==> src/rtl/core/agt_pkg.sv <==
// shared types and constants of the affine georeference transform
package agt_pkg;

	localparam int FRAC_SHIFT = 24;
	localparam int APB_DW = 64;
	localparam int APB_AW = 6;
	localparam logic [63:0] ONE_Q24 = 64'd16777216;

	typedef enum logic [2:0] {
		REG_M11,
		REG_M12,
		REG_M21,
		REG_M22,
		REG_COL_OFF,
		REG_ROW_OFF
	} agt_reg_t;

	typedef enum logic [1:0] {
		ST_OK       = 2'd0,
		ST_UNDEF    = 2'd1,
		ST_SINGULAR = 2'd2,
		ST_SAT      = 2'd3
	} agt_status_t;

	typedef struct packed {
		logic vld;
		logic inv;
		logic undef;
		logic sing;
		logic fsat;
		logic ovf0;
		logic neg0;
		logic ovf1;
		logic neg1;
	} agt_ctl_t;

endpackage

==> src/rtl/core/agt_div_cell.sv <==
// one restoring divider cell: one quotient bit per lane, two lanes
module agt_div_cell #(
	parameter int COORD_WIDTH = 48,
	parameter int COEFF_WIDTH = 32
) (
	input  logic                         clk,
	input  logic                         arst_n,
	input  logic                         en,
	input  agt_pkg::agt_ctl_t            ctl_i,
	input  logic [2*COEFF_WIDTH-1:0]     d_i,
	input  logic [2*COEFF_WIDTH-1:0]     r0_i,
	input  logic [COORD_WIDTH:0]         q0_i,
	input  logic [2*COEFF_WIDTH-1:0]     r1_i,
	input  logic [COORD_WIDTH:0]         q1_i,
	input  logic [COORD_WIDTH-1:0]       f0_i,
	input  logic [COORD_WIDTH-1:0]       f1_i,
	output agt_pkg::agt_ctl_t            ctl_o,
	output logic [2*COEFF_WIDTH-1:0]     d_o,
	output logic [2*COEFF_WIDTH-1:0]     r0_o,
	output logic [COORD_WIDTH:0]         q0_o,
	output logic [2*COEFF_WIDTH-1:0]     r1_o,
	output logic [COORD_WIDTH:0]         q1_o,
	output logic [COORD_WIDTH-1:0]       f0_o,
	output logic [COORD_WIDTH-1:0]       f1_o
);

	localparam int RW = 2 * COEFF_WIDTH;
	localparam int QB = COORD_WIDTH + 1;

	logic [RW:0] t0, t1;
	logic        ge0, ge1;

	assign t0  = {r0_i, q0_i[QB-1]};
	assign t1  = {r1_i, q1_i[QB-1]};
	assign ge0 = t0 >= {1'b0, d_i};
	assign ge1 = t1 >= {1'b0, d_i};

	always_ff @(posedge clk or negedge arst_n) begin
		if (!arst_n) begin
			ctl_o <= '0;
		end else if (en) begin
			ctl_o <= ctl_i;
		end
	end

	always_ff @(posedge clk) begin
		if (en) begin
			d_o  <= d_i;
			r0_o <= ge0 ? RW'(t0 - {1'b0, d_i}) : t0[RW-1:0];
			r1_o <= ge1 ? RW'(t1 - {1'b0, d_i}) : t1[RW-1:0];
			q0_o <= {q0_i[QB-2:0], ge0};
			q1_o <= {q1_i[QB-2:0], ge1};
			f0_o <= f0_i;
			f1_o <= f1_i;
		end
	end

endmodule

==> config.mk <==
export PLATFORM = sky130hd
export DESIGN_NAME = agt_div_cell
export DESIGN_NICKNAME = d
export VERILOG_FILES = /design/src/rtl/core/agt_pkg.sv /design/src/rtl/core/agt_div_cell.sv
export SDC_FILE = /design/constraint.sdc
export NUM_CORES = 1
export LEC_CHECK = 0
export ABC_AREA = 1
export BUFFER_PORTS_ARGS = -buffer_cell sky130_fd_sc_hd__buf_4
export CORE_AREA = 10 10 300 302
export DETAILED_ROUTE_END_ITERATION = 12
export DIE_AREA = 0 0 310 312
export PLACE_DENSITY = 0.65
export SLEW_MARGIN = 0
export SYNTH_ARGS = -nofsm -noshare
export SYNTH_HDL_FRONTEND = slang
export SYNTH_SLANG_ARGS = --single-unit
==> constraint.sdc <==
create_clock -name clk -period 1.5 [get_ports clk]
set_input_delay 0 -clock clk [delete_from_list [all_inputs] [get_ports clk]]
set_output_delay 0 -clock clk [all_outputs]
set_load 0.02 [all_outputs]
# Word level (Yosys, flattened, before mapping)
# Cells that the tools add are included.
[totals]
register_bits = 395
latchBits = 0
mem_bits_rw = 0
romBits = 0
in_bits = 398
out_inout_bits = 395
mem_count = 0
[op_classes]
n_addsub = 2
mul = 0
div_mod_pow = 0
order_cmp = 2
eq_ne = 0
shift = 0
muxes = 2
bitwise = 0
n_reduce_logical = 0
[ops]
columns = ["operator", "n"]
rows = [
  [">= comparator 65 x 64 -> 1 bit", 2],
  ["two-way mux 64 bit", 2],
  ["subtractor 64 bit", 2],
]

# Depth between registers and ports, before layout
[depth]
word_depth = 2
ltp_mapped = 19

# Least setup slack after synthesis
# OpenSTA, ideal clock, no wires.
[synth_timing]
path_type = "input port to flip-flop"
from = "input port d_i[56]"
to = "register r0_o[23], data pin"
setup_time_ps = 252
arrival_ps = 1602
required_time_ps = 1248
path_slack_ps = -355
stages = 14
n_path_buf = 2
cell_sequence = "inv_1 ha_1 nand2_2 inv_2 a21oi_1 inv_2 o21ai_2 nand3_4 nor2_8 nand2_8 buf_12 buf_6 nand2_1 nand2_1"
[synth_via]
elab_chain_len = 2
[synth_rtl]
columns = ["item", "line_no", "source"]
rows = [
  ["start, declared", "agt_div_cell.sv:10", "input logic [2*COEFF_WIDTH-1:0] d_i,"],
  [">= comparator 65 x 64 -> 1 bit", "agt_div_cell.sv:35", "assign ge0 = t0 >= {1'b0, d_i};"],
  ["net ge0", "agt_div_cell.sv:31", "logic ge0, ge1;"],
  ["two-way mux 64 bit", "agt_div_cell.sv:49", "r0_o <= ge0 ? RW'(t0 - {1'b0, d_i}) : t0[RW-1:0];"],
  ["end signal, assigned", "agt_div_cell.sv:49", ""],
  ["end, declared", "agt_div_cell.sv:19", "output logic [2*COEFF_WIDTH-1:0] r0_o,"],
]
# The timed path passes the listed nets, and every way through them passes these cells.
# A chain may end at the register's enable or synchronous reset.

# Worst setup path in the final report
[layout_timing]
from = "input port d_i[17]"
to = "register r0_o[48], data pin"
[layout_via]
elab_chain_len = 2
elab_cells_between_ends = 3
classes_between = "add/sub (1); order compare (1); mux (1)"
[layout_rtl]
columns = ["item", "line_no"]
rows = [
  ["subtractor 64 bit / >= comparator 65 x 64 -> 1 bit (equally long branches)", "agt_div_cell.sv:49, agt_div_cell.sv:35"],
  ["two-way mux 64 bit *", "agt_div_cell.sv:49"],
]
# Every way passes the cells marked *; elsewhere a longest branch is shown, timed or not.

==> results.md <==
* Commonest cells in the netlist: nand2_1 (1347), inv_1 (677), edfxtp_1 (386)
* Top-count cell post-synth: nand2_1
* Hold Worst Slack at -0.2438 ns
* Die height at between 300 and 400 um
* Largest net degree at the start of global routing at 65
* Final total power at between 0.04 and 0.05 W
* Initial Util at 0.3117
* Rows at 107
* Via count at 31030
* Register area at 11820 sq um
* First-pass GRT wire length at 207.8 mm
* Post-synthesis simple-gate area fraction at 0.3254
* Final worst path period share at 1.167
* M2 GR Usage at 0.5367
* Grt ovf at 0
* Placed cells at 5917
* Mean routed wirelength per cell at 23.52 um
* Final core occ at 0.5986
* Max-Cap Viols at 0
* Die ar. at 96720 sq um
* Fin cells at 6533
* Clock-pin slew on the worst setup and hold paths at 0.06 ns
* Synth cell types at 44
* Max FO, Critical Path at 3
* Final Slew Violations at 0
* Failing checks: negative hold slack, negative setup slack
* Area grow syn2layout at 92.07%
* Slowest stage delay, CP at 0.30 ns
* Share of cells above drive strength 1 at 0.4638
* Combinational family with the most area after synthesis: simple AND/OR/NAND/NOR gates
* Routability congestion estimate at roughly 1
* Synthesized area per cell at 7.536 sq um
* DRT Wirelength at 153.6 mm
* Worst-Skew Late Latency at 0.60 ns
* Synth area leader: edfxtp_1
* CTS tree: built
* Gate Count Post-Synth at 3488
* Slew headroom at 0.6253
* Worst path required time at 1.87 ns
* NumNets Final at about 6000
* CTS Root Buffer Type: clkbuf_16
* Register area share after synthesis at 0.4495
* Worst slew pin tran at 0.5601 ns
* Lkg Pwr at between 20 and 25 nW
* EDFF count, synth at 386
* Outcome: complete, but fails checks
* Busiest grt layer: met2
* Post-Syn Area at 26290 sq um
* Post-Synth Adder-Cell Area at 0.06245
* CTS buffer count at 47
* Clock Skews at 0 ns
* Mux contribution to synthesized area at 0.003855
* Final setup violation count at 130
* Critical Path Start: d_i[17]
* YS warnings at 0
* Setup crit end kind: flop
* Number of vias per cell at approximately 4.7
* XOR/XNOR share of the synthesized area at 0.02066
* Drt drc at 0
* Post-Synthesis Net Count at 4016
* Startpoint types: primary input
* Initial antenna violation count at 10
* Drt first pass iters at 6
* Core box area at 84340 sq um
* Hold Crit Class: in -> reg
* DRT iter0 DRCs at 1979
* Global Route met3 Usage at 0.05748
* Worst-path cell chain: buf_6, clkinvlp_4, ha_4, buf_4, nand2_1, nand2_1, nand2_1, nand2_1, buf_4, nand2_1, nand2_1, nand2_1, nand3_1, nand2_1, nand4_1, nand3_4, nand2_2
* Setup CP Type: in -> reg
* Synth Area in Compound Gates at 0.02280
* Port-buffer cells at between 700 and 800
* Fin worst setup slack at -0.2498 ns
* Multi-input gate area at ~16000 sq um
* H-tree levels at 2
* Synth async-reset ratio at 0.02278
* Primary FF master, synth: edfxtp_1
* RSZ-0062 raised after global routing: yes
* Family with the most delay on the worst path: simple AND/OR/NAND/NOR gates
* Cell repeated most along the worst path: nand2_1
* CTS Buffer Depth at 3
* P per Cell Area at 868.0 nW/um^2
* CP max stage cell: ha_4
* Buffers and inverters on the worst path at 4
* FILL cells at 7056
* GRT Overall Usage at 0.2919
* FF-to-FF Start: ctl_o[3]
* Vias in the first global route at 31340
* GR Util met1 at 0.3097
* Min cycle time layout at 1.750 ns
* Achievable frequency at roughly 570 MHz
* I/O pin cnt at 793
* Clock sinks at 395
* Seq cells post-synth at 395
* Die W at 310 um
* Hold path start: r0_i[62]
* VDD IR max at between 0.8 and 0.9 mV
* Critical Path AT at 2.12 ns
* Synth top area share at 0.4410
* Synth area leaders: edfxtp_1 (44%), nand2_1 (19%), inv_1 (9.7%), ha_1 (6.1%), nand3_1 (5.4%)
* HPWL Detailed at 115.0 mm
* Final Hold Viols at 2
* DRT antenna net count at 0
==> where the power goes <==
part / internal, W / total, W / switching [W]
sequential: 0.0135 / 0.0140 / 0.000478
combinational: 0.00787 / 0.0176 / 0.00972
clock: 0.00714 / 0.0122 / 0.00509
total: 0.0285 / 0.0438 / 0.0153
==> metal layers <==
metal | up-vias | wire [um]
li1 | 14740 | -
met5 | - | 51
met3 | 399 | 10240
met4 | 6 | 10860
met1 | 14640 | 54730
met2 | 1246 | 77750
==> flip-flops by register name (all words and copies together) (netlist names) <==
name,cells
q0_o,49
r0_o,64
f1_o,48
f0_o,48
r1_o,64
d_o,64
q1_o,49
ctl_o,9
==> cells in the final DEF, fill, tap and decap left out, types with 55 or more instances in the layout <==
| master | instances |
|---|---|
| a21oi_1 | 56 |
| buf_12 | 69 |
| buf_4 | 1367 |
| clkbuf_16 | 62 |
| dlygate4sd3_1 | 396 |
| edfxtp_1 | 386 |
| ha_4 | 109 |
| inv_1 | 607 |
| inv_2 | 76 |
| nand2_1 | 1061 |
| nand2_2 | 264 |
| nand2_4 | 74 |
| nand3_1 | 113 |
| nand3_2 | 126 |
| nor2_1 | 114 |
| nor2_2 | 55 |
| nor2_4 | 64 |
| xor2_1 | 55 |
==> timing repair <==
action / in CTS / in global routing
gates cloned: 17 / 19
setup endpoints to repair: 130 / 130
endpoints found under the hold margin: 468 / 6
pin swaps: 84 / 225
hold buffers: 391 / 5
gates resized for setup: 435 / 542
setup buffers: 66 / 38
==> layout make-up <==
type                       count  share of cell area
inverter                     730             0.05767
antenna                        5           0.0002478
timing repair buffer        1900              0.3332
clock buffer                  57             0.02446
multi-input combinational   2326              0.3158
clock inverter                30            0.007583
tap                         1090             0.02701
sequential                   395              0.2340
==> path summary, 6_finish.rpt <==
check | cells past startpoint | slack [ns] | end
worst max-delay path | 17 | -0.25 | r0_o[48]
max in group asynchronous | 3 | 0.80 | ctl_o[2]
worst min register to register | 1 | 0.53 | ctl_o[1]
min in group asynchronous | 3 | 0.41 | ctl_o[1]
worst min-delay path | 3 | -0.24 | r0_o[63]
worst max register to register | 1 | 0.69 | ctl_o[3]
==> cells by family after synthesis <==
logic type	Yosys count
flip-flops	395
buffers and inverters	770
adder cells (fa/ha/maj)	130
AO/OA/AOI/OAI	111
multiplexers	9
XOR/XNOR	62
AND/OR/NAND/NOR	2011
==> metrics by stage <==
stage	TNS (ns)	cell area [sq um]	setup slack (ns)	hold slack (ns)
3_3_place_gp	-113.55	38830	-1.108	-0.1753
6_report	-22.23	50490	-0.2498	-0.2438
2_1_floorplan	-31.93	27020	-0.2819	-0.2956
4_1_cts	-12.67	47520	-0.1704	-0.3005
3_5_place_dp	-113.73	38830	-1.142	-0.1721
5_1_grt	-26.55	50480	-0.2883	-0.2317
(Power assumes the default switching activity.)
