**config.mk**
```make
export PLATFORM = sky130hd
export DESIGN_NAME = agt_back
export DESIGN_NICKNAME = d
export VERILOG_FILES = /design/src/rtl/core/agt_pkg.sv /design/src/rtl/core/agt_back.sv
export SDC_FILE = /design/constraint.sdc
export NUM_CORES = 1
export LEC_CHECK = 0
export BUFFER_PORTS_ARGS = -buffer_cell sky130_fd_sc_hd__buf_2
export CORE_MARGIN = 5
export CORE_UTILIZATION = 50
export DETAILED_ROUTE_END_ITERATION = 12
export GPL_ROUTABILITY_DRIVEN = 0
export PLACE_DENSITY = 0.75
export SLEW_MARGIN = 15
export SYNTH_ARGS = -nofsm -noshare
export SYNTH_HDL_FRONTEND = slang
export SYNTH_SLANG_ARGS = --single-unit
```
**constraint.sdc**
```tcl
create_clock -name clk -period 7.2 [get_ports clk]
set_input_delay 0.36 -clock clk [delete_from_list [all_inputs] [get_ports clk]]
set_output_delay 0.36 -clock clk [all_outputs]
set_load 0.05 [all_outputs]
```
**src/rtl/core/agt_pkg.sv**
```systemverilog
// shared types and constants of the affine georeference transform
package agt_pkg;

	localparam int FRAC_SHIFT = 24;
	localparam int APB_DW = 64;
	localparam int APB_AW = 6;
	localparam logic [63:0] ONE_Q24 = 64'd16777216;

	typedef enum logic [2:0] {
		REG_M11,
		REG_M12,
		REG_M21,
		REG_M22,
		REG_COL_OFF,
		REG_ROW_OFF
	} agt_reg_t;

	typedef enum logic [1:0] {
		ST_OK       = 2'd0,
		ST_UNDEF    = 2'd1,
		ST_SINGULAR = 2'd2,
		ST_SAT      = 2'd3
	} agt_status_t;

	typedef struct packed {
		logic vld;
		logic inv;
		logic undef;
		logic sing;
		logic fsat;
		logic ovf0;
		logic neg0;
		logic ovf1;
		logic neg1;
	} agt_ctl_t;

endpackage

```
**src/rtl/core/agt_back.sv**
```systemverilog
// quotient rounding, clamp, status and output register with skid stage
module agt_back #(
	parameter int COORD_WIDTH = 48,
	parameter int COEFF_WIDTH = 32
) (
	input  logic                                  clk,
	input  logic                                  arst_n,
	output logic                                  en,
	input  agt_pkg::agt_ctl_t                     ctl_i,
	input  logic [2*COEFF_WIDTH-1:0]              d_i,
	input  logic [2*COEFF_WIDTH-1:0]              r0_i,
	input  logic [COORD_WIDTH:0]                  q0_i,
	input  logic [2*COEFF_WIDTH-1:0]              r1_i,
	input  logic [COORD_WIDTH:0]                  q1_i,
	input  logic [COORD_WIDTH-1:0]                f0_i,
	input  logic [COORD_WIDTH-1:0]                f1_i,
	output logic                                  m_tvalid,
	input  logic                                  m_tready,
	output logic [((2*COORD_WIDTH+7)/8)*8-1:0]    m_tdata,
	output logic [1:0]                            m_tuser
);

	localparam int W  = COORD_WIDTH;
	localparam int QB = W + 1;
	localparam int TW = ((2 * W + 7) / 8) * 8;
	localparam logic [QB:0] LIM = (QB + 1)'(1) << (W - 1);
	localparam logic [W-1:0] MAXV = {1'b0, {(W-1){1'b1}}};
	localparam logic [W-1:0] MINV = {1'b1, {(W-1){1'b0}}};

	agt_pkg::agt_ctl_t     ctl_b1;
	logic [QB:0]           qr0_b1, qr1_b1, nq0, nq1;
	logic [W-1:0]          f0_b1, f1_b1;
	logic                  inc0, inc1, sat0, sat1;
	logic [W-1:0]          v0, v1, pd0, pd1;
	agt_pkg::agt_status_t  pst;
	logic                  ov_q, sk_q;
	logic [W-1:0]          od0_q, od1_q, sd0_q, sd1_q;
	agt_pkg::agt_status_t  ost_q, sst_q;

	assign en   = ~sk_q;
	assign inc0 = {r0_i, 1'b0} >= {1'b0, d_i};
	assign inc1 = {r1_i, 1'b0} >= {1'b0, d_i};

	always_ff @(posedge clk or negedge arst_n) begin
		if (!arst_n) begin
			ctl_b1 <= '0;
		end else if (en) begin
			ctl_b1 <= ctl_i;
		end
	end

	always_ff @(posedge clk) begin
		if (en) begin
			qr0_b1 <= (QB + 1)'(q0_i) + (QB + 1)'(inc0);
			qr1_b1 <= (QB + 1)'(q1_i) + (QB + 1)'(inc1);
			f0_b1  <= f0_i;
			f1_b1  <= f1_i;
		end
	end

	assign nq0  = '0 - qr0_b1;
	assign nq1  = '0 - qr1_b1;
	assign sat0 = ctl_b1.ovf0 | (ctl_b1.neg0 ? (qr0_b1 > LIM) : (qr0_b1 >= LIM));
	assign sat1 = ctl_b1.ovf1 | (ctl_b1.neg1 ? (qr1_b1 > LIM) : (qr1_b1 >= LIM));
	assign v0   = sat0 ? (ctl_b1.neg0 ? MINV : MAXV)
			: (ctl_b1.neg0 ? nq0[W-1:0] : qr0_b1[W-1:0]);
	assign v1   = sat1 ? (ctl_b1.neg1 ? MINV : MAXV)
			: (ctl_b1.neg1 ? nq1[W-1:0] : qr1_b1[W-1:0]);

	always_comb begin
		pd0 = '0;
		pd1 = '0;
		pst = agt_pkg::ST_OK;
		if (ctl_b1.undef) begin
			pst = agt_pkg::ST_UNDEF;
		end else if (!ctl_b1.inv) begin
			pd0 = f0_b1;
			pd1 = f1_b1;
			pst = ctl_b1.fsat ? agt_pkg::ST_SAT : agt_pkg::ST_OK;
		end else if (ctl_b1.sing) begin
			pst = agt_pkg::ST_SINGULAR;
		end else begin
			pd0 = v0;
			pd1 = v1;
			pst = (sat0 | sat1) ? agt_pkg::ST_SAT : agt_pkg::ST_OK;
		end
	end

	always_ff @(posedge clk or negedge arst_n) begin
		if (!arst_n) begin
			ov_q <= 1'b0;
			sk_q <= 1'b0;
		end else if (!ov_q || m_tready) begin
			if (sk_q) begin
				ov_q <= 1'b1;
				sk_q <= 1'b0;
			end else begin
				ov_q <= ctl_b1.vld;
			end
		end else if (ctl_b1.vld && !sk_q) begin
			sk_q <= 1'b1;
		end
	end

	always_ff @(posedge clk) begin
		if (!ov_q || m_tready) begin
			if (sk_q) begin
				od0_q <= sd0_q;
				od1_q <= sd1_q;
				ost_q <= sst_q;
			end else begin
				od0_q <= pd0;
				od1_q <= pd1;
				ost_q <= pst;
			end
		end else if (!sk_q) begin
			sd0_q <= pd0;
			sd1_q <= pd1;
			sst_q <= pst;
		end
	end

	assign m_tvalid = ov_q;
	assign m_tdata  = TW'({od1_q, od0_q});
	assign m_tuser  = ost_q;

endmodule

```
======== After elaboration in Yosys (flattened, before gate mapping) ========
Cells that the tools add are included.
word-level totals
  register bits after elaboration ......... 403
  latch bits .............................. 0
  RAM bits ................................ 0
  bits in read-only memories .............. 0
  output and inout port bits .............. 100
  word-level logic and storage cells ...... 65
  memories kept ........................... 0
operators by class
  add/sub/neg operators ................... 4
  multiply operators ...................... 0
  divide/modulo/power cells ............... 0
  $lt $le $gt $ge ......................... 6
  eq/ne operators ......................... 0
  shift operators ......................... 0
  muxes and demuxes ....................... 25
  bitwise operators ....................... 4
  reductions and logical operators ........ 5
operators with widths
  kind                                                                                   count
  48-bit 2-to-1 mux                                                                      14
  65-bit by 64-bit greater-or-equal comparator with 1-bit output                         2
  49-bit by 1-bit adder with 50-bit output                                               2
  50-bit by 48-bit greater-or-equal comparator with 1-bit output, second input constant  2
  50-bit by 48-bit greater-than comparator with 1-bit output, second input constant      2
  1-bit by 48-bit subtractor with 48-bit output, first input constant                    2
  2-bit 2-to-1 mux                                                                       6
  1-bit 2-to-1 mux                                                                       5
  1-bit bitwise OR                                                                       3
  1-bit zero test                                                                        2
  2-bit nonzero test                                                                     1
  1-bit logical AND                                                                      1
  1-bit logical OR                                                                       1
  1-bit NOT                                                                              1

======== Depth between registers and ports, before layout ========
Gate-level depths: netlist of run 1.
  depth after elaboration ................. 9
  mapped depth ............................ 19
  depth with buffers taken out ............ 18

======== Least setup slack after synthesis of run 1 ========
OpenSTA, ideal clock, no wires.
  kind .................................... reg2reg
  start ................................... reg ov_q, in the netlist m_tvalid
  end ..................................... reg sd0_q[0], enable pin
  arrival ................................. 5.708 ns
  path slack .............................. 0.809 ns
  cell stages (with the launch flop) ...... 3
  cell sequence ........................... dfrtp_1 > nand2b_1 > inv_1
on the way
  cells in the longest elaborated chain, start to end .. 2
RTL lines
  what                      line             text
  start: declaration        agt_back.sv:36   logic ov_q, sk_q;
  start signal: assignment  agt_back.sv:98   ov_q <= ctl_b1.vld;
  1-bit zero test           agt_back.sv:106  if (!ov_q || m_tready) begin
  1-bit logical OR          agt_back.sv:106
  end signal: assignment    agt_back.sv:117  sd0_q <= pd0;
  end: declaration          agt_back.sv:37   logic [W-1:0] od0_q, od1_q, sd0_q, sd1_q;
No other way between the ends.
A chain may end at the register's enable or synchronous reset.

======== Worst setup path in the final report of run 1 ========
  start ................................... in d_i[29]
  end ..................................... reg qr0_b1[48] (data pin)
on the way
  cells in the longest elaborated chain, start to end .. 2
RTL lines
  what                                                            line            text
  start: declaration                                              agt_back.sv:10  input logic [2*COEFF_WIDTH-1:0] d_i,
  65-bit by 64-bit greater-or-equal comparator with 1-bit output  agt_back.sv:41  assign inc0 = {r0_i, 1'b0} >= {1'b0, d_i};
  49-bit by 1-bit adder with 50-bit output                        agt_back.sv:54  qr0_b1 <= (QB + 1)'(q0_i) + (QB + 1)'(inc0);
  end signal: assignment                                          agt_back.sv:54
  end: declaration                                                agt_back.sv:31  logic [QB:0] qr0_b1, qr1_b1, nq0, nq1;
No other way between the ends.

==> results.toml, run 1 <==
[yosys]
ys_warn_count = 0
netlist_top_cells_area = "edfxtp_1 56%, ha_1 7.8%, xnor2_1 4.1%, a221o_1 3.6%, xor2_1 3.5%"
synth-seq-cells = 403
synth_top_area_cell = "edfxtp_1"
synth-edff-count = 392
syn_inst = 1702
yosysMostFrequentCell = "edfxtp_1"
async_flop_share_pct = 2.73
ys_seq_area_share_pct = 57.2
yosysTopAreaCellShare_pct = 55.9
avgSynthCellArea_um2 = 12.4
synthFlopType = "edfxtp_1"
synth_common_cells = "392 x edfxtp_1, 132 x ha_1, 118 x a21oi_1, 99 x nand2_1, 98 x xnor2_1"
synth_fp_nets = 2232
syn_area_um2 = 21100
ys_types = 64

[floorplan]
ios = 498
fp-row-count = 75
core_area_um2 = 41900
initial_core_util_pct = 50.3
die_w_um = 215
fp.dieArea_um2 = 46300
die_y_um = 215

[sta]
period_minus_slack_ns = 4.45
maxSlewViolCount = 0
relSlewSlack_pct = 30.3
worstMarginPinSlew_ns = 1.05
setup_viol = 0
rsz0062_at_grt = "no"
setup-tns-final_ns = 0
clock.fmax_mhz = 225
fin_crit_sh_pct = 61.7
fin_worst_skew_ns = 0.0161
setup_ws_ns = 2.75
hold_violations = 0

[pwr]
pwr-share-comb_pct = 22.6
power_mw = 6.85
switching_share_pct = 31.3
intPower_mw = 4.71
p_leak_nw = 10.9
pwr-share-clk_pct = 30.2
p_sw_mw = 2.14
vdd_drop_max_mv = 0.162
powerDensity_nw_per_um2 = 259
p_seq_share_pct = 47.1

[setup_path]
reg2reg_from = "qr1_b1[0]$_DFFE_PN_"
startpoint_type = "primary input"
critPathCaptureType = "register"
cp.required_ns = 7.51
arrival_ns = 4.75
path_class = "in -> reg"
critPathMaxFanout = 11
startpoint = "d_i[29]"

[clocking]
cts_root_buf = "clkbuf_16"
cts_resized = 0
numClockSinks = 403
clk_pin_slew_ns = 0.06
clkLatencyLatePin_ns = 0.55
numCtsBuffers = 41
cts_buffer_depth = 3
cts_tree = "built"
h-tree-depth = 2

[final_layout]
layoutNonFillerInstCount = 2882
multi_input_area_um2 = 8470
nFillCells = 3214
seqCellArea_um2 = 12100
synthToLayoutAreaGrowth_pct = 25.3
layout.nets = 2820
drive_gt1_share_pct = 25.9

[hold_path]
min_path_type = "in -> reg"
hold_start = "f0_i[31]"

[placed_design]
hpwl_um = 49300
numPortBuffers = 497
place_inst = 2692
dp_slack_ns = 2.28

[routing]
first_pass_iters = 5
wl_per_cell_um = 23.0
drc = 0
dr.first_iter.drc_count = 1490
via_per_inst = 5.92
detail_route.wirelength_um = 66300
ant_nets = 0
vias = 17058

[global_route]
grt_pass1_vias = 17472
grt_pass1_wl_um = 99300
overflow = 0
track_usage_pct = 27.4
antenna_found_initial = 23
grt_start_max_net_pins = 124

[run]
max_cap_viol_count = 0

[run_status]
status = "completed"
[critical path: stages]
cell      delay (ns)
buf_2           0.07
inv_1           0.05
ha_1            0.31
nand3_1         0.16
nor4_1          0.40
o21ai_0         0.16
a311oi_1        0.32
nor3_1          0.14
o211ai_1        0.49
ha_1            0.30
ha_1            0.22
nand2_1         0.07
nor2_1          0.14
and2_1          0.22
nand3_1         0.24
nor2_1          0.73
nand3_1         0.20
xnor2_1         0.16
[metrics by stage]
step	hold WS [ns]	util [%]	cell area (µm²)
detailed placement	0.292	57.6	24100
global placement	0.290	57.6	24100
finish	0.0354	63.1	26400
global route	0.00361	63.1	26400
floorplan	0.0644	-	21100
CTS	0.00171	62.9	26300
[cell families after synthesis]
group,after synthesis,share of synthesized area [%]
fa+ha+maj,132,7.84
flops,403,57.2
mux,12,0.624
simple gates,446,11.4
buf+inv,145,2.70
compound gates,381,12.6
xor+xnor,183,7.61
[layout by cell type (no fill, tap or decap), types with 9 or more instances in the layout]
| cell | n |
|---|---|
| a21oi_1 | 118 |
| a221o_1 | 75 |
| a22oi_1 | 18 |
| and2_1 | 10 |
| and3_1 | 20 |
| and4_1 | 13 |
| buf_2 | 497 |
| buf_4 | 14 |
| clkbuf_1 | 9 |
| clkbuf_16 | 43 |
| clkinv_1 | 11 |
| dfrtp_1 | 10 |
| diode_2 | 23 |
| dlygate4sd3_1 | 94 |
| edfxtp_1 | 392 |
| ha_1 | 132 |
| inv_1 | 82 |
| mux2_2 | 9 |
| nand2_1 | 99 |
| nand3_1 | 64 |
| nand4_1 | 42 |
| nor2_1 | 71 |
| nor3_1 | 25 |
| nor4_1 | 22 |
| o21ai_0 | 68 |
| o31ai_1 | 23 |
| o41ai_1 | 15 |
| or3_1 | 21 |
| or4_1 | 18 |
| xnor2_1 | 98 |
| xor2_1 | 85 |
[power groups by stage]
| stage | Combinational [mW] | Sequential [mW] | Clock (mW) |
|---|---|---|---|
| 2_1_floorplan | 0.624 | 3.64 | 0 |
| 3_3_place_gp | 1.46 | 3.25 | 0 |
| 3_5_place_dp | 1.50 | 3.27 | 0 |
| 4_1_cts | 1.55 | 3.22 | 2.10 |
| 5_1_grt | 1.66 | 3.26 | 2.21 |
| 6_report | 1.55 | 3.23 | 2.07 |
[flip-flops by register name, summed over array words and instances, names as in the netlist]
| register | count |
|---|---|
| qr0_b1 | 50 |
| qr1_b1 | 50 |
| f0_b1 | 48 |
| f1_b1 | 48 |
| od0_q | 48 |
| od1_q | 48 |
| sd0_q | 48 |
| sd1_q | 48 |
| ctl_b1 | 9 |
| m_tuser | 2 |
| sst_q | 2 |
| m_tvalid | 1 |
| sk_q | 1 |
[per-layer routing]
metal / vias to the layer above / global-route usage [%] / share of wire [%]
met5: - / 0 / 0.041
met4: 4 / 16.4 / 6.1
met3: 184 / 4.64 / 7.0
met2: 835 / 46.0 / 49
met1: 8190 / 33.1 / 38
li1: 7845 / - / -
[final cells by class]
class                      instances  area share, %
inverter                          85           1.25
antenna                           23          0.218
clock inverter                    20          0.593
clock buffer                      53           4.26
tap                              539           2.55
timing repair buffer             605           13.4
sequential                       403           45.7
multi-input combinational       1154           32.1
[final timing paths]
| kind | to | slack (ns) | cells after the start |
|---|---|---|---|
| min in group asynchronous | sk_q$_DFFE_PN0P_ | 0.25 | 2 |
| max reg2reg | sd1_q[8]$_DFFE_PP_ | 2.81 | 9 |
| min | f0_b1[31]$_DFFE_PN_ | 0.04 | 1 |
| max | qr0_b1[48]$_DFFE_PN_ | 2.75 | 18 |
| min reg2reg | m_tvalid$_DFFE_PN0N_ | 0.50 | 2 |
| max in group asynchronous | sk_q$_DFFE_PN0P_ | 6.66 | 2 |
[what timing repair did]
item,4_1_cts,5_1_grt
setup endpoints to repair,0,0
hold endpoints to repair,102,2
hold buffers,92,2
buffers inserted,0,0
No activity file was read; power rests on OpenSTA's default activity.
==> run 2, diff against run 1 <==
==> constraint.sdc (replaced) <==
create_clock -name clk -period 4.5 [get_ports clk]
set_input_delay 0.225 -clock clk [delete_from_list [all_inputs] [get_ports clk]]
set_output_delay 0.225 -clock clk [all_outputs]
set_load 0.05 [all_outputs]
==> run 2 against run 1 <==
  * Total power up 67%
  * Count of clock-buffer cells in the layout down 1
  * Register-to-register slack worse by 2.3 ns
  * Die area unchanged
  * Non-clock buffer count up 60
  * Utilization up 1.9 points
  * Via count up 2.9%
  * Critical path type unchanged
==> results.toml, run 2 (synthesis results as in run 1) <==
[setup_path]
cp.required_ns = 4.80
arrival_ns = 4.59
startpoint_type = "primary input"
path_class = "in -> reg"
critPathMaxFanout = 11
critPathCaptureType = "register"

[global_route]
grt_util_met3_pct = 4.69
use_met1_pct = 34.9
antenna_found_initial = 27
grt_pass1_vias = 17702
use_met2_pct = 47.7
overflow = 0
grt_busiest_layer = "met2"
grt_start_max_net_pins = 102
track_usage_pct = 28.1
grt_pass1_wl_um = 103000

[floorplan]
ios = 498
fp.dieArea_um2 = 46300
core_area_um2 = 41900
die_w_um = 215
initial_core_util_pct = 50.3
die_y_um = 215
fp-row-count = 75

[sta]
rsz0062_at_grt = "no"
fin_crit_sh_pct = 95.3
setup-tns-final_ns = 0
fin_worst_skew_ns = 0.0146
maxSlewViolCount = 0
hold_violations = 0
relSlewSlack_pct = 20.4
setup_ws_ns = 0.212
worstMarginPinSlew_ns = 1.19
clock.fmax_mhz = 233
period_minus_slack_ns = 4.29
setup_viol = 0

[routing]
drc = 0
via_per_inst = 5.95
vias = 17550
dr.first_iter.drc_count = 1815
wl_per_cell_um = 23.0
detail_route.wirelength_um = 67700
ant_nets = 0
first_pass_iters = 5

[final_layout]
synthToLayoutAreaGrowth_pct = 29.0
nFillCells = 3107
reg_top3 = "qr0_b1 x50, qr1_b1 x50"
drive_gt1_share_pct = 26.1
multi_input_area_um2 = 8470
final_common_cell = "buf_2"
mostFrequentLayoutCells = "497 x buf_2, 392 x edfxtp_1, 142 x dlygate4sd3_1"
layoutNonFillerInstCount = 2949
layout.nets = 2882
final_util_pct = 64.9
seqCellArea_um2 = 12100

[placed_design]
numPortBuffers = 497
hpwl_um = 49800
dp_slack_ns = -0.181
place_inst = 2704

[hold_path]
min_path_type = "in -> reg"

[clocking]
numClockSinks = 403
clk_pin_slew_ns = 0.06
cts_buffer_depth = 3
cts_tree = "built"
clkLatencyLatePin_ns = 0.55
h-tree-depth = 2
cts_root_buf = "clkbuf_16"
numCtsBuffers = 43
cts_resized = 0

[pwr]
vdd_drop_max_mv = 0.283
powerDensity_nw_per_um2 = 420
p_leak_nw = 11.2

[run]
max_cap_viol_count = 0

[run_status]
status = "completed"
## run 2: cell count changes in the layout (fill, tap and decap cells not counted), sizes merged
cell | previous run | this run
clkinv | 17 | 15
diode | 23 | 25
clkinvlp | 0 | 4
clkbuf | 53 | 52
buf | 511 | 523
inv | 86 | 84
dlygate4sd3 | 94 | 142
bufinv | 2 | 8
## run 2: timing repair
action	in CTS	in global routing
buffers inserted	0	0
hold endpoints to repair	151	1
hold buffers	141	1
## run 2: worst paths after layout
kind | start | to | slack [ns] | cells past startpoint
min in group asynchronous | arst_n | ctl_b1[3]$_DFFE_PN0N_ | 0.14 | 2
hold reg to reg | ctl_b1[8]$_DFFE_PN0N_ | m_tvalid$_DFFE_PN0N_ | 0.50 | 2
hold / removal | q1_i[5] | qr1_b1[5]$_DFFE_PN_ | 0.007 | 2
max in group asynchronous | arst_n | sk_q$_DFFE_PN0P_ | 4.04 | 2
setup / recovery | d_i[63] | qr0_b1[46]$_DFFE_PN_ | 0.21 | 20
setup reg to reg | qr1_b1[1]$_DFFE_PN_ | m_tuser[0]$_DFFE_PN_ | 0.50 | 10
## run 2: report_power, final
group | leakage (nW) | switching, mW | internal (mW)
registers | 4.13 | 0.286 | 4.86
clock network | 0.706 | 1.46 | 2.24
logic | 6.38 | 1.74 | 0.827
## run 2: area by class of cell
cell class	instances	share of cell area (%)
Tap cell	539	2.48
Clock buffer	52	4.12
Inverter	85	1.21
Sequential cell	403	44.3
Timing Repair Buffer	665	15.2
Multi-Input combinational cell	1154	31.2
Antenna cell	25	0.230
Clock inverter	26	1.27
## run 2: critical path, cell delays in order
cell      delay [ns]
buf_2           0.08
inv_1           0.06
ha_1            0.30
nand4_1         0.15
nor4_1          0.45
buf_4           0.21
nand2_1         0.11
nor4_1          0.63
o31ai_1         0.18
o211ai_1        0.28
ha_1            0.30
ha_1            0.22
nand2_1         0.06
nor2_1          0.15
and2_1          0.23
nand3_1         0.22
nor2_1          0.20
buf_4           0.22
nand4_1         0.14
xnor2_1         0.15
## run 2: through the flow
step	hold WS, ns	cell area [µm²]	total power [mW]
CTS	0.000310	27100	11.4
global route	0.00395	27200	11.8
floorplan	-0.0706	21100	6.81
detailed placement	0.169	24200	7.65
finish	0.00733	27200	11.4
global placement	0.153	24200	7.57
## run 2: routing by layer
metal,part of all wire (%),wire [µm]
met5,0.037,25
met4,6.0,4080
met3,7.8,5310
met2,48,32800
met1,38,25500
