--- src/rtl/core/agt_pkg.sv ---
// shared types and constants of the affine georeference transform
package agt_pkg;

	localparam int FRAC_SHIFT = 24;
	localparam int APB_DW = 64;
	localparam int APB_AW = 6;
	localparam logic [63:0] ONE_Q24 = 64'd16777216;

	typedef enum logic [2:0] {
		REG_M11,
		REG_M12,
		REG_M21,
		REG_M22,
		REG_COL_OFF,
		REG_ROW_OFF
	} agt_reg_t;

	typedef enum logic [1:0] {
		ST_OK       = 2'd0,
		ST_UNDEF    = 2'd1,
		ST_SINGULAR = 2'd2,
		ST_SAT      = 2'd3
	} agt_status_t;

	typedef struct packed {
		logic vld;
		logic inv;
		logic undef;
		logic sing;
		logic fsat;
		logic ovf0;
		logic neg0;
		logic ovf1;
		logic neg1;
	} agt_ctl_t;

endpackage

--- src/rtl/core/agt_cfg.sv ---
// configuration register file with apb write and read access
module agt_cfg #(
	parameter int COORD_WIDTH = 48,
	parameter int COEFF_WIDTH = 32
) (
	input  logic                             clk,
	input  logic                             arst_n,
	input  logic                             psel,
	input  logic                             penable,
	input  logic                             pwrite,
	input  logic [agt_pkg::APB_AW-1:0]       paddr,
	input  logic [agt_pkg::APB_DW-1:0]       pwdata,
	output logic [agt_pkg::APB_DW-1:0]       prdata,
	output logic                             pready,
	output logic signed [COEFF_WIDTH-1:0]    m11,
	output logic signed [COEFF_WIDTH-1:0]    m12,
	output logic signed [COEFF_WIDTH-1:0]    m21,
	output logic signed [COEFF_WIDTH-1:0]    m22,
	output logic signed [COORD_WIDTH-1:0]    col_off,
	output logic signed [COORD_WIDTH-1:0]    row_off
);

	localparam int C = COEFF_WIDTH;
	localparam int W = COORD_WIDTH;
	localparam logic signed [C-1:0] M_ONE = C'(agt_pkg::ONE_Q24);
	localparam logic signed [C-1:0] M_NEG_ONE = C'(64'd0 - agt_pkg::ONE_Q24);

	logic signed [C-1:0] m11_q, m12_q, m21_q, m22_q;
	logic signed [W-1:0] col_off_q, row_off_q;
	agt_pkg::agt_reg_t   idx;
	logic                wr;

	assign idx    = agt_pkg::agt_reg_t'(paddr[agt_pkg::APB_AW-1:3]);
	assign wr     = psel & penable & pwrite;
	assign pready = 1'b1;

	always_ff @(posedge clk or negedge arst_n) begin
		if (!arst_n) begin
			m11_q     <= M_ONE;
			m12_q     <= '0;
			m21_q     <= '0;
			m22_q     <= M_NEG_ONE;
			col_off_q <= '0;
			row_off_q <= '0;
		end else if (wr) begin
			case (idx)
				agt_pkg::REG_M11:     m11_q <= pwdata[C-1:0];
				agt_pkg::REG_M12:     m12_q <= pwdata[C-1:0];
				agt_pkg::REG_M21:     m21_q <= pwdata[C-1:0];
				agt_pkg::REG_M22:     m22_q <= pwdata[C-1:0];
				agt_pkg::REG_COL_OFF: col_off_q <= pwdata[W-1:0];
				agt_pkg::REG_ROW_OFF: row_off_q <= pwdata[W-1:0];
				default: ;
			endcase
		end
	end

	always_comb begin
		case (idx)
			agt_pkg::REG_M11:     prdata = agt_pkg::APB_DW'(m11_q);
			agt_pkg::REG_M12:     prdata = agt_pkg::APB_DW'(m12_q);
			agt_pkg::REG_M21:     prdata = agt_pkg::APB_DW'(m21_q);
			agt_pkg::REG_M22:     prdata = agt_pkg::APB_DW'(m22_q);
			agt_pkg::REG_COL_OFF: prdata = agt_pkg::APB_DW'(col_off_q);
			agt_pkg::REG_ROW_OFF: prdata = agt_pkg::APB_DW'(row_off_q);
			default:              prdata = '0;
		endcase
	end

	assign m11     = m11_q;
	assign m12     = m12_q;
	assign m21     = m21_q;
	assign m22     = m22_q;
	assign col_off = col_off_q;
	assign row_off = row_off_q;

endmodule

--- config.mk ---
export PLATFORM = sky130hd
export DESIGN_NAME = agt_cfg
export DESIGN_NICKNAME = d
export VERILOG_FILES = /design/src/rtl/core/agt_pkg.sv /design/src/rtl/core/agt_cfg.sv
export SDC_FILE = /design/constraint.sdc
export NUM_CORES = 1
export LEC_CHECK = 0
export ABC_AREA = 1
export BUFFER_PORTS_ARGS = -buffer_cell sky130_fd_sc_hd__buf_2
export CORE_AREA = 5 5 161 163
export CTS_CLUSTER_DIAMETER = 150
export DETAILED_ROUTE_END_ITERATION = 16
export DIE_AREA = 0 0 166 168
export PLACE_DENSITY_LB_ADDON = 0.1
export SYNTH_ARGS = -nofsm -noshare
export SYNTH_HDL_FRONTEND = slang
export SYNTH_SLANG_ARGS = --single-unit
--- constraint.sdc ---
create_clock -name clk -period 1.6 [get_ports clk]
set_clock_uncertainty 0.05 [all_clocks]
set_input_delay 0.16 -clock clk [delete_from_list [all_inputs] [get_ports clk]]
set_output_delay 0.16 -clock clk [all_outputs]
set_load 0.005 [all_outputs]
== Word-level counts from Yosys, hierarchy flattened ==
Index checks and enable logic that the tools add are counted.

* Equality and inequality tests: 5
* Muxes and demuxes: 1
* Bitwise gates (word level): 2
* Reductions and logical operators: 7

{| class="wikitable"
|+ Operators with widths
! cell !! number
|-
| $pmux W64 S6 || 1
|-
| $reduce_and A2 Y1 || 6
|-
| $eq A3 B2 Y1 const B || 2
|-
| $eq A3 B3 Y1 const B || 2
|-
| $eq A3 B1 Y1 const B || 1
|-
| $logic_not A3 Y1 || 1
|-
| $and A1 B1 Y1 || 2
|}

* Register bits: 224
* Input port bits: 75
* Output and inout port bits: 289
* Word-level logic and storage cells: 21

== Longest topological paths before layout ==
Gate-level depths: netlist (run 1).

* Word-level depth: 3
* Depth in mapped cells: 8
* Mapped depth without buffers: 6

== Worst setup path after synthesis (run 1) ==
Ideal clock, no wire load.

* Kind: input port to output port
* Start: input paddr[5] (netlist name)
* End: output prdata[48] (netlist name)
* Data arrival time: 1.396 ns
* Required time: 1.390 ns
* Path slack: -0.006 ns
* Stages: 8
* Path buffers: 3
* Cells stage by stage: buf_2 inv_2 buf_2 nand3_1 nand2_1 nor2_1 nand2_1 buf_4

* Word-level cells in the longest chain between the ends: 2
* Elaborated cells between the ends (all ways): 7
* Classes of those cells: eq/ne: 5; mux: 1; reduce/logical: 1

{| class="wikitable"
|+ Ends and longest elaborated chain
! item !! RTL line !! RTL
|-
| from (decl) || agt_cfg.sv:11 || <nowiki>input logic [agt_pkg::APB_AW-1:0] paddr,</nowiki>
|-
| $eq A3 B3 Y1, or another cell as far along || agt_cfg.sv:59 || <nowiki>case (idx)</nowiki>
|-
| $pmux W64 S6 (*) || agt_cfg.sv:59 ||
|-
| to (decl) || agt_cfg.sv:13 || <nowiki>output logic [agt_pkg::APB_DW-1:0] prdata,</nowiki>
|}

Mark *: on every way between the ends. The rest lies on a longest branch, timed or not.

== Worst setup path after layout (run 1) ==
* Start: register m22_q[31] (netlist: m22[31])
* End: output prdata[37] (netlist name)

* Word-level cells in the longest chain between the ends: 1

{| class="wikitable"
|+ Ends and longest elaborated chain
! item !! RTL line !! RTL
|-
| from (decl) || agt_cfg.sv:28 || <nowiki>logic signed [C-1:0] m11_q, m12_q, m21_q, m22_q;</nowiki>
|-
| from (signal assigned) || agt_cfg.sv:50 || <nowiki>agt_pkg::REG_M22: m22_q <= pwdata[C-1:0];</nowiki>
|-
| $pmux W64 S6 || agt_cfg.sv:59 ||
|}

Every way passes these cells.

==> results by group, run 1 <==
Synth
  – Most frequent cell after synthesis: nand2_1
  – Share of Yosys cell area claimed by the top area cell type: 47.66%
  – Number of flops mapped to enable cells by yosys: 0
  – Synth top area cells: dfrtp_1, nand2_1, o21ai_0, nand4_1, nor2_1
  – Sequential element share of the synthesized area: about half
  – Largest area contributor in the synthesized netlist: dfrtp_1
  – Avg Inst Size Synth: roughly 7.6 um^2
  – Synthesized instance count: ~1,500
  – Cell variety after synth: 23
  – Post-synth top cells: nand2_1, dfrtp_1, o21ai_0, nor2_1, nand4_1
  – Area of the mapped netlist: 11,290 um^2
  – Synth Net Count: between 1,500 and 2,000
  – Yosys warns: 0
  – Synth async-reset ratio: 100.0%
  – Seq cells post-synth: 224
  – Post-synth top flop: dfrtp_1

Timing
  – Final hold viol count: 0
  – Hold Slack: 0.08178 ns
  – Achievable Freq: 543.8 MHz
  – Final Cycle Share: 114.9%
  – Period minus WS final: around 1.8 ns
  – Final max-slew violation count: 0
  – Final WS setup: -0.2389 ns
  – Final setup violation count: 41
  – RSZ-0062 raised after global routing: yes

Hold path
  – Hold Path Class: in -> async

Clocking
  – CTS tree: yes
  – H-tree depth: 1
  – Worst-Skew Late Latency: ~0.52 ns
  – CTS buffer count: 26
  – Clk buf depth: 3
  – Clock-pin transition on the worst setup and hold timing paths: roughly 0.060 ns
  – Sink Count: about 220
  – Clock Root Buffer: clkbuf_16

Setup path
  – R2R setup slack: about 0.62 ns
  – CP endpoint kind: output pin
  – Startpoint types: register
  – Register-to-Register Path Depth: 3
  – Critical Path RT: roughly 1.4 ns
  – Critical Path AT: 1.63 ns
  – Critical-path maximum fanout: 6
  – Crit path kind: reg -> out

Routing
  – Detailed Routing Iterations Pass 1: 5
  – Residual DRC: 0
  – Routed vias: between 10,000 and 15,000
  – Vias per cell: between 5 and 6
  – Antenna Nets Post-Route: 0
  – Avg WL per Cell: ~18 um
  – DRT Wirelength: 41,300 um
  – 1st-iter DRT viols: around 900

Placement
  – Placed insts: 2,082
  – Hpwl dp: between 20,000 and 30,000 um
  – I/O Buffers: 343
  – Dpl cell area: 13,590 um^2
  – Pre-CTS WS: -0.01278 ns
  – Final Wtd Congestion: approximately 0.9

Floorplanning
  – Chip height: 168 um
  – Die X: about 170 um
  – Rows: 57
  – Ports: roughly 360
  – Die area: between 20,000 and 30,000 um^2
  – Initial core utilization: 46.70%
  – Core Box Area: around 24,000 um^2

Outcome
  – Status: finished, violations left
  – Failing checks: setup timing

Cells and area
  – Layout Cell Area excl Fill: roughly 16,000 um^2
  – Final net count: roughly 2,000
  – Syn-to-layout area delta: 37.71%
  – Share of cells above drive strength 1: a little under a third
  – Post-Layout Cell Count: ~2,200

Power
  – Worst IR drop on VDD: 851.9 uV
  – Leak: 8.674 nW
  – Power Dens Cells: roughly 1200 nW/um^2

Job
  – MaxCap Viol Count: 0

Global routing
  – Antenna violations before repair: 2
  – Global Route Usage Sum: roughly 28%
  – Overflow left after global routing: 0
  – Vias in the first global route: 11,481
  – First-pass GRT wire length: 64,980 um
  – Largest net degree at the start of global routing: between 70 and 80
-- where the power goes --
part           leakage (nW)  internal, mW  total (mW)  switching (mW)
clock                 0.412          3.41        5.79            2.38
sequential             2.84          6.79        7.62           0.832
combinational          5.42          2.13        4.58            2.45
total                  8.67          12.3        18.0            5.66
-- sequential cells by signal (all words and copies together) (netlist names) --
signal and count:
m22 32, row_off 48, m12 32, m21 32
col_off 48, m11 32
-- metrics by stage --
step                power [mW]   TNS [ns]  util, %
floorplan                9.310          0        -
global placement         11.58  -0.007960    56.20
detailed placement       11.68   -0.01278    56.20
CTS                      17.73     -7.815    62.61
global route             18.96     -11.39    64.31
finish                   17.99     -7.385    64.31
-- final cells by class --
cell class	instances	area, um^2
well taps	324	405.4
multi-input cells	1029	4772
diodes	2	5.005
clock inverters	6	32.53
flip-flops and latches	224	5617
inverters	95	356.6
clock buffers	42	802.0
fillers	2141	8630
repair buffers	521	3557
-- worst max-delay path: stages, from the launching register on --
cell,delay [ns]
dfstp_2,0.37
inv_2,0.07
nor2_4,0.04
a21oi_4,0.26
buf_6,0.17
nand2_1,0.06
buf_2,0.12
-- kinds of logic (layout without fill, tap and decap cells) --
kind of cell | Yosys count | after routing | synth area share (%)
buf+inv | 225 | 664 | 9.177
compound gates | 225 | 225 | 10.67
other cells | 1 | 3 | 0.03322
flops | 224 | 224 | 49.75
simple gates | 803 | 803 | 30.37
-- worst paths after layout --
path | start | to
setup reg to reg | m22[31] | m22[31]
setup / recovery | m22[31] | prdata[37]
min in group clk | penable | m11[31]
hold reg to reg | m22[25] | m22[25]
max in group asynchronous | arst_n | m22[24]
hold / removal | arst_n | col_off[9]
-- per-layer routing --
layer | up-vias | part of all wire (%) | GRT usage, %
met2 | 563 | 48 | 48.30
met1 | 5641 | 41 | 37.80
met3 | 74 | 8.2 | 5.299
li1 | 5628 | - | -
met5 | - | 0 | 0
met4 | 0 | 2.6 | 7.855
-- placed cells by master, fill, tap and decap left out, types with 49 or more instances in the layout --
cell,netlist,routed
dlygate4sd3_1,0,49
buf_4,31,102
inv_1,92,91
dfrtp_1,215,215
nand2_1,491,477
buf_2,24,333
o21ai_0,176,176
nand4_1,111,111
nand3_1,58,55
nor2_1,132,116
-- what timing repair did --
action | in CTS | in global routing
setup endpoints to repair | 50 | 64
hold endpoints to repair | 439 | 0
setup buffers | 20 | 41
pin swaps | 23 | 36
resized for setup | 19 | 27
hold buffers | 49 | 0
gates cloned | 1 | 0
No activity file was read; power rests on OpenSTA's default activity.
==> run 2: changes to the inputs <==
CORE_AREA = 5 5 148 150   (was 5 5 161 163)
DIE_AREA = 0 0 153 155   (was 0 0 166 168)
clock period = 2.3 ns   (was 1.6 ns; I/O delays follow)
==> run 2 against run 1 <==
Against the previous run:
- the flow now finishes without violations
- register-to-register slack improved by 0.82 ns
- worst hold slack improved by 0.069 ns
- largest cell class unchanged
- final cell count fell by 5.9%
- combinational power fell by 40%
- critical path depth rose by 1
- clock power fell by 30%
- die area fell by 15%
- worst setup slack improved by 0.42 ns
- cell area fell by 6.8%
- sequential power fell by 30%
- critical path type unchanged
- largest power group unchanged
- first-iteration DRC count rose by 5.2%
==> results by group, run 2 (same netlist as run 1, synthesis figures left out) <==
Global routing
  – Largest net degree at the start of global routing: 73 (-2.7%)
  – Vias in the first global route: 11,574 (+0.81%)
  – Antenna violations before repair: 0 (-2)
  – Overflow left after global routing: 0 (unchanged)
  – First-pass GRT wire length: 62,800 um (-3.4%)
  – Global Route Usage Sum: 32.50% (+4.0 points)

Clocking
  – H-tree depth: 1 (unchanged)
  – CTS tree: yes
  – Clock Root Buffer: clkbuf_16
  – Clk buf depth: 3 (unchanged)
  – Sink Count: 224 (unchanged)
  – CTS buffer count: 25 (-3.8%)
  – Clock-pin transition on the worst setup and hold timing paths: 0.06 ns (about the same)
  – Worst-Skew Late Latency: 0.51 ns (about the same)
  – Post_cts resized: 0 (-19)

Placement
  – Dpl cell area: 13,170 um^2 (-3.1%)
  – I/O Buffers: 343 (unchanged)
  – Hpwl dp: 25,250 um (-8.7%)
  – Final Wtd Congestion: 0.8951 (-3.2%)
  – Placed insts: 2,015 (-3.2%)

Cells and area
  – Share of cells above drive strength 1: 26.10% (-4.7 points)
  – Most frequent cells in the layout: nand2_1, buf_2, dfrtp_1
  – Post-Layout Cell Count: 2,111 (-5.9%)
  – Layout Utilization: 70.51% (+6.2 points)
  – Most common cell after layout, fill and taps aside: nand2_1
  – Syn-to-layout area delta: 28.38%
  – Layout Cell Area excl Fill: 14,490 um^2 (-6.8%)
  – Fillcell total: 1,743 (-19%)
  – Final net count: 1,891 (-4.1%)

Floorplanning
  – Chip height: 155 um (-7.7%)
  – Core Box Area: 20,560 um^2 (-15%)
  – Die X: 153 um (-7.8%)
  – Die area: 23,720 um^2 (-15%)
  – Rows: 53 (-7.0%)
  – Ports: 364 (unchanged)
  – Initial core utilization: 54.92% (+8.2 points)

Timing
  – TNS Setup: 0 ns (+7.385 ns)
  – Worst-Margin Slew: 0.6953 ns
  – Final setup violation count: 0 (-100%)
  – RSZ-0062 raised after global routing: no
  – Relative slew slack: 53.65%
  – Period minus WS final: between 2 and 2.5 ns
  – Achievable Freq: 471.2 MHz
  – Final Cycle Share: ~92%
  – Final hold viol count: 0 (unchanged)
  – Final max-slew violation count: 0 (unchanged)

Setup path
  – RR Endpoint: m11[24]
  – Crit path kind: reg -> out
  – Critical Path RT: 2.02 ns (+0.63 ns)
  – Startpoint types: register
  – Critical-path maximum fanout: 17 (+11)
  – Worst r2r src: m11[24]
  – Critical Path AT: 1.84 ns (+0.21 ns)
  – R2R setup slack: 1.44 ns (+0.82 ns)
  – Register-to-Register Path Depth: 2 (-1)
  – CP endpoint kind: output pin

Routing
  – Vias per cell: 5.518 (+4.0%)
  – DRT Wirelength: 39,140 um (-5.2%)
  – Avg WL per Cell: 18.54 um (+0.71%)
  – Detailed Routing Iterations Pass 1: 7 (+2)
  – Residual DRC: 0 (unchanged)
  – Routed vias: 11,648 (-2.2%)
  – Antenna Nets Post-Route: 0 (unchanged)
  – 1st-iter DRT viols: 955 (+5.2%)

Outcome
  – Status: complete, no violations

Power
  – Worst IR drop on VDD: 582.1 uV (-32%)
  – Pwr Total: 12.12 mW (-33%)
  – Leak: 8.181 nW (-5.7%)
  – Power Dens Cells: 836.3 nW/um^2 (-28%)

Job
  – MaxCap Viol Count: 0 (unchanged)

Hold path
  – Hold path start: penable
  – Hold path depth: 4
  – Hold Crit Endpoint: m11[7]
  – Hold Path Class: in -> reg
-- run 2: worst max-delay path by stage --
stage	endpoint	cells past startpoint	slack [ns]	start
CTS	prdata[47]	7	0.18	m22[31]
global route	prdata[51]	7	0.06	m22[31]
finish	prdata[51]	7	0.18	m22[31]
floorplan	prdata[48]	8	0.55	paddr[5]
detailed placement	row_off[36]	8	0.35	paddr[3]
global placement	row_off[38]	8	0.38	paddr[3]
-- run 2: stage by stage --
stage / hold slack, ns / setup WS (ns)
global placement: 0.1218 / 0.3792
floorplan: -0.1156 / 0.5543
global route: 0.1706 / 0.06397
detailed placement: 0.1187 / 0.3508
CTS: 0.1353 / 0.1773
finish: 0.1511 / 0.1779
-- run 2: final cells by class --
| cell class | instances | area, um^2 | area share, % |
|---|---|---|---|
| Inverter | 95 | 356.6 | 2.460 |
| Clock buffer | 38 | 734.5 | 5.067 |
| Antenna cell | 1 | 2.502 | 0.01727 |
| Multi-Input combinational cell | 1029 | 4677 | 32.27 |
| Tap cell | 275 | 344.1 | 2.374 |
| Sequential cell | 224 | 5617 | 38.75 |
| Timing Repair Buffer | 441 | 2665 | 18.39 |
| Clock inverter | 8 | 97.59 | 0.6733 |
-- run 2: worst max-delay path, stage by stage (launching register included) --
cell and delay [ns]:
dfstp_2 0.52, inv_1 0.04, nor2_1 0.13, a21oi_2 0.04, buf_4 0.20, nand2_1 0.08, buf_4 0.17, buf_2 0.14
-- run 2: repair_timing --
item,in CTS,in global routing
hold buffers,49,0
hold endpoints to repair,304,0
setup buffers,0,0
-- run 2: where the power goes --
| part | leakage, nW | internal [mW] | switching [mW] |
|---|---|---|---|
| registers | 2.84 | 4.72 | 0.586 |
| clock network | 0.412 | 2.43 | 1.63 |
| logic | 4.93 | 1.18 | 1.58 |
-- run 2: layer usage --
| layer | part of all wire, % | GRT usage [%] |
|---|---|---|
| met2 | 47 | 52.67 |
| met3 | 9.5 | 6.954 |
| met4 | 4.5 | 13.92 |
| met1 | 39 | 42.69 |
| met5 | 0 | 0 |
==> run 3: changes to the inputs <==
CORE_AREA = 5 5 179 181   (was 5 5 148 150)
DIE_AREA = 0 0 184 186   (was 0 0 153 155)
==> run 3 against run 2 <==
Against the previous run:
- sequential share of layout area fell by 0.54 points
- utilization is 22 points lower
- clock power grew 3%
- maximum frequency rose by 0.42%
- routed wire length increased by 10%
- critical path type unchanged
- critical endpoint is now prdata[54]
==> results by group, run 3 (same netlist as run 1, synthesis figures left out) <==
Job
  – MaxCap Viol Count: 0 (unchanged)

Cells and area
  – Most common cell after layout, fill and taps aside: nand2_1
  – Most frequent cells in the layout: nand2_1, buf_2, dfrtp_1
  – Final net count: 1,897 (+0.32%)
  – Post-Layout Cell Count: 2,237 (+6.0%)
  – Syn-to-layout area delta: 30.19%
  – Layout Utilization: 48.56% (-22 points)
  – Share of cells above drive strength 1: 26.25% (+0.15 points)
  – Layout Cell Area excl Fill: 14,700 um^2 (+1.4%)

Timing
  – Achievable Freq: 473.2 MHz (+0.42%)
  – Period minus WS final: 2.113 ns (-0.008868 ns)
  – Worst-Margin Slew: 0.7053 ns (+0.01005 ns)
  – Final setup violation count: 0 (unchanged)
  – Final WS setup: 0.1868 ns (+0.008868 ns)
  – RSZ-0062 raised after global routing: no
  – Final Cycle Share: 91.88% (-0.39 points)
  – Final max-slew violation count: 0 (unchanged)
  – Final hold viol count: 0 (unchanged)
  – Hold Slack: 0.1877 ns (+0.03662 ns)
  – Relative slew slack: 52.98% (-0.67 points)
  – TNS Setup: 0 ns (unchanged)

Floorplanning
  – Initial core utilization: 37.30% (-18 points)
  – Core Box Area: 30,270 um^2 (+47%)
  – Chip height: 186 um (+20%)
  – Die area: 34,220 um^2 (+44%)
  – Die X: 184 um (+20%)
  – Ports: 364 (unchanged)
  – Rows: 64 (+21%)

Clocking
  – Sink Count: 224 (unchanged)
  – Clock Root Buffer: clkbuf_16
  – Worst-Skew Late Latency: 0.53 ns (+0.02 ns)
  – H-tree depth: 1 (unchanged)
  – CTS buffer count: 27 (+8.0%)
  – Clk buf depth: 3 (unchanged)
  – CTS tree: yes
  – Postcts setup bufs: 0 (unchanged)
  – Clock-pin transition on the worst setup and hold timing paths: 0.06 ns (about the same)

Setup path
  – Startpoint types: register
  – CP Buf/Inv Count: 2 (-2)
  – Worst path cell trace: inv_1 > nor2_1 > a21oi_2 > nand2_1 > buf_2
  – Crit path kind: reg -> out
  – Setup crit end: prdata[54]
  – CP max-delay cell: dfstp_2
  – Critical-path maximum fanout: 17 (unchanged)
  – CP endpoint kind: output pin
  – CP delay by family, top: flip-flops
  – Register-to-Register Path Depth: 2 (unchanged)
  – Crit. Startpoint: m22[31]
  – Critical Path AT: 1.83 ns (about the same)
  – CP peak stage delay: 0.53 ns (about the same)
  – RR Endpoint: m22[31]
  – Worst r2r src: m22[31]
  – R2R setup slack: 1.43 ns (about the same)
  – Critical Path RT: 2.02 ns (about the same)
  – Critical path depth: 5 (-2)

Routing
  – Avg WL per Cell: 19.28 um (+4.0%)
  – Vias per cell: 5.064 (-8.2%)
  – 1st-iter DRT viols: 768 (-20%)
  – Detailed Routing Iterations Pass 1: 4 (-3)
  – DRT Wirelength: 43,130 um (+10%)
  – Residual DRC: 0 (unchanged)
  – Routed vias: 11,329 (-2.7%)
  – Antenna Nets Post-Route: 0 (unchanged)

Global routing
  – Global Route Usage Sum: 24.34% (-8.2 points)
  – First-pass GRT wire length: 65,540 um (+4.4%)
  – Antenna violations before repair: 1 (+1)
  – Vias in the first global route: 11,112 (-4.0%)
  – Overflow left after global routing: 0 (unchanged)
  – Largest net degree at the start of global routing: 58 (-21%)

Power
  – Leak: 8.201 nW (+0.24%)
  – Pwr Total: 12.26 mW (+1.1%)
  – Power Dens Cells: 833.8 nW/um^2 (-0.30%)
  – Worst IR drop on VDD: 570.8 uV (-1.9%)

Placement
  – Dpl cell area: 13,350 um^2 (+1.4%)
  – Final Wtd Congestion: 0.8125 (-9.2%)
  – Hpwl dp: 28,890 um (+14%)
  – Pre-CTS WS: 0.3176 ns (-0.03319 ns)
  – Placed insts: 2,140 (+6.2%)
  – I/O Buffers: 343 (unchanged)

Hold path
  – Hold Path Class: in -> async

Outcome
  – Status: complete, no violations
[run 3: worst register-to-register path, cell delays in order, from the launching register on]
cell	delay (ns)
dfstp_2	0.53
inv_1	0.05
o21ai_0	0.16
[run 3: timing repair]
item,in CTS,in global routing
hold buffers,49,0
gates resized for setup,0,0
hold endpoints to repair,268,0
[run 3: cell type report]
type	count	area (um^2)
multi-input combinational	1029	4677
clock buffer	42	802.0
timing repair buffer	445	2695
clock inverter	5	52.55
fill	3110	15570
tap	396	495.5
sequential	224	5617
antenna	1	2.502
inverter	95	356.6
[run 3: worst min path at each step]
| stage | endpoint | slack (ns) |
|---|---|---|
| 6_report | m21[6] | 0.19 |
| 4_1_cts | m21[6] | 0.20 |
| 3_3_place_gp | m12[6] | 0.17 |
| 5_1_grt | m21[6] | 0.22 |
| 3_5_place_dp | m12[8] | 0.17 |
| 2_1_floorplan | col_off[0] | -0.12 |
[run 3: per-layer routing]
layer	vias to the layer above	track usage, %	wire [um]
met3	53	5.081	3257
met4	0	5.324	780
met2	411	40.65	20290
met1	5396	32.86	18800
li1	5469	-	-
met5	-	0	0
[run 3: power by group]
part / internal (mW) / switching [mW]
combinational: 1.18 / 1.58
sequential: 4.73 / 0.604
clock: 2.48 / 1.68
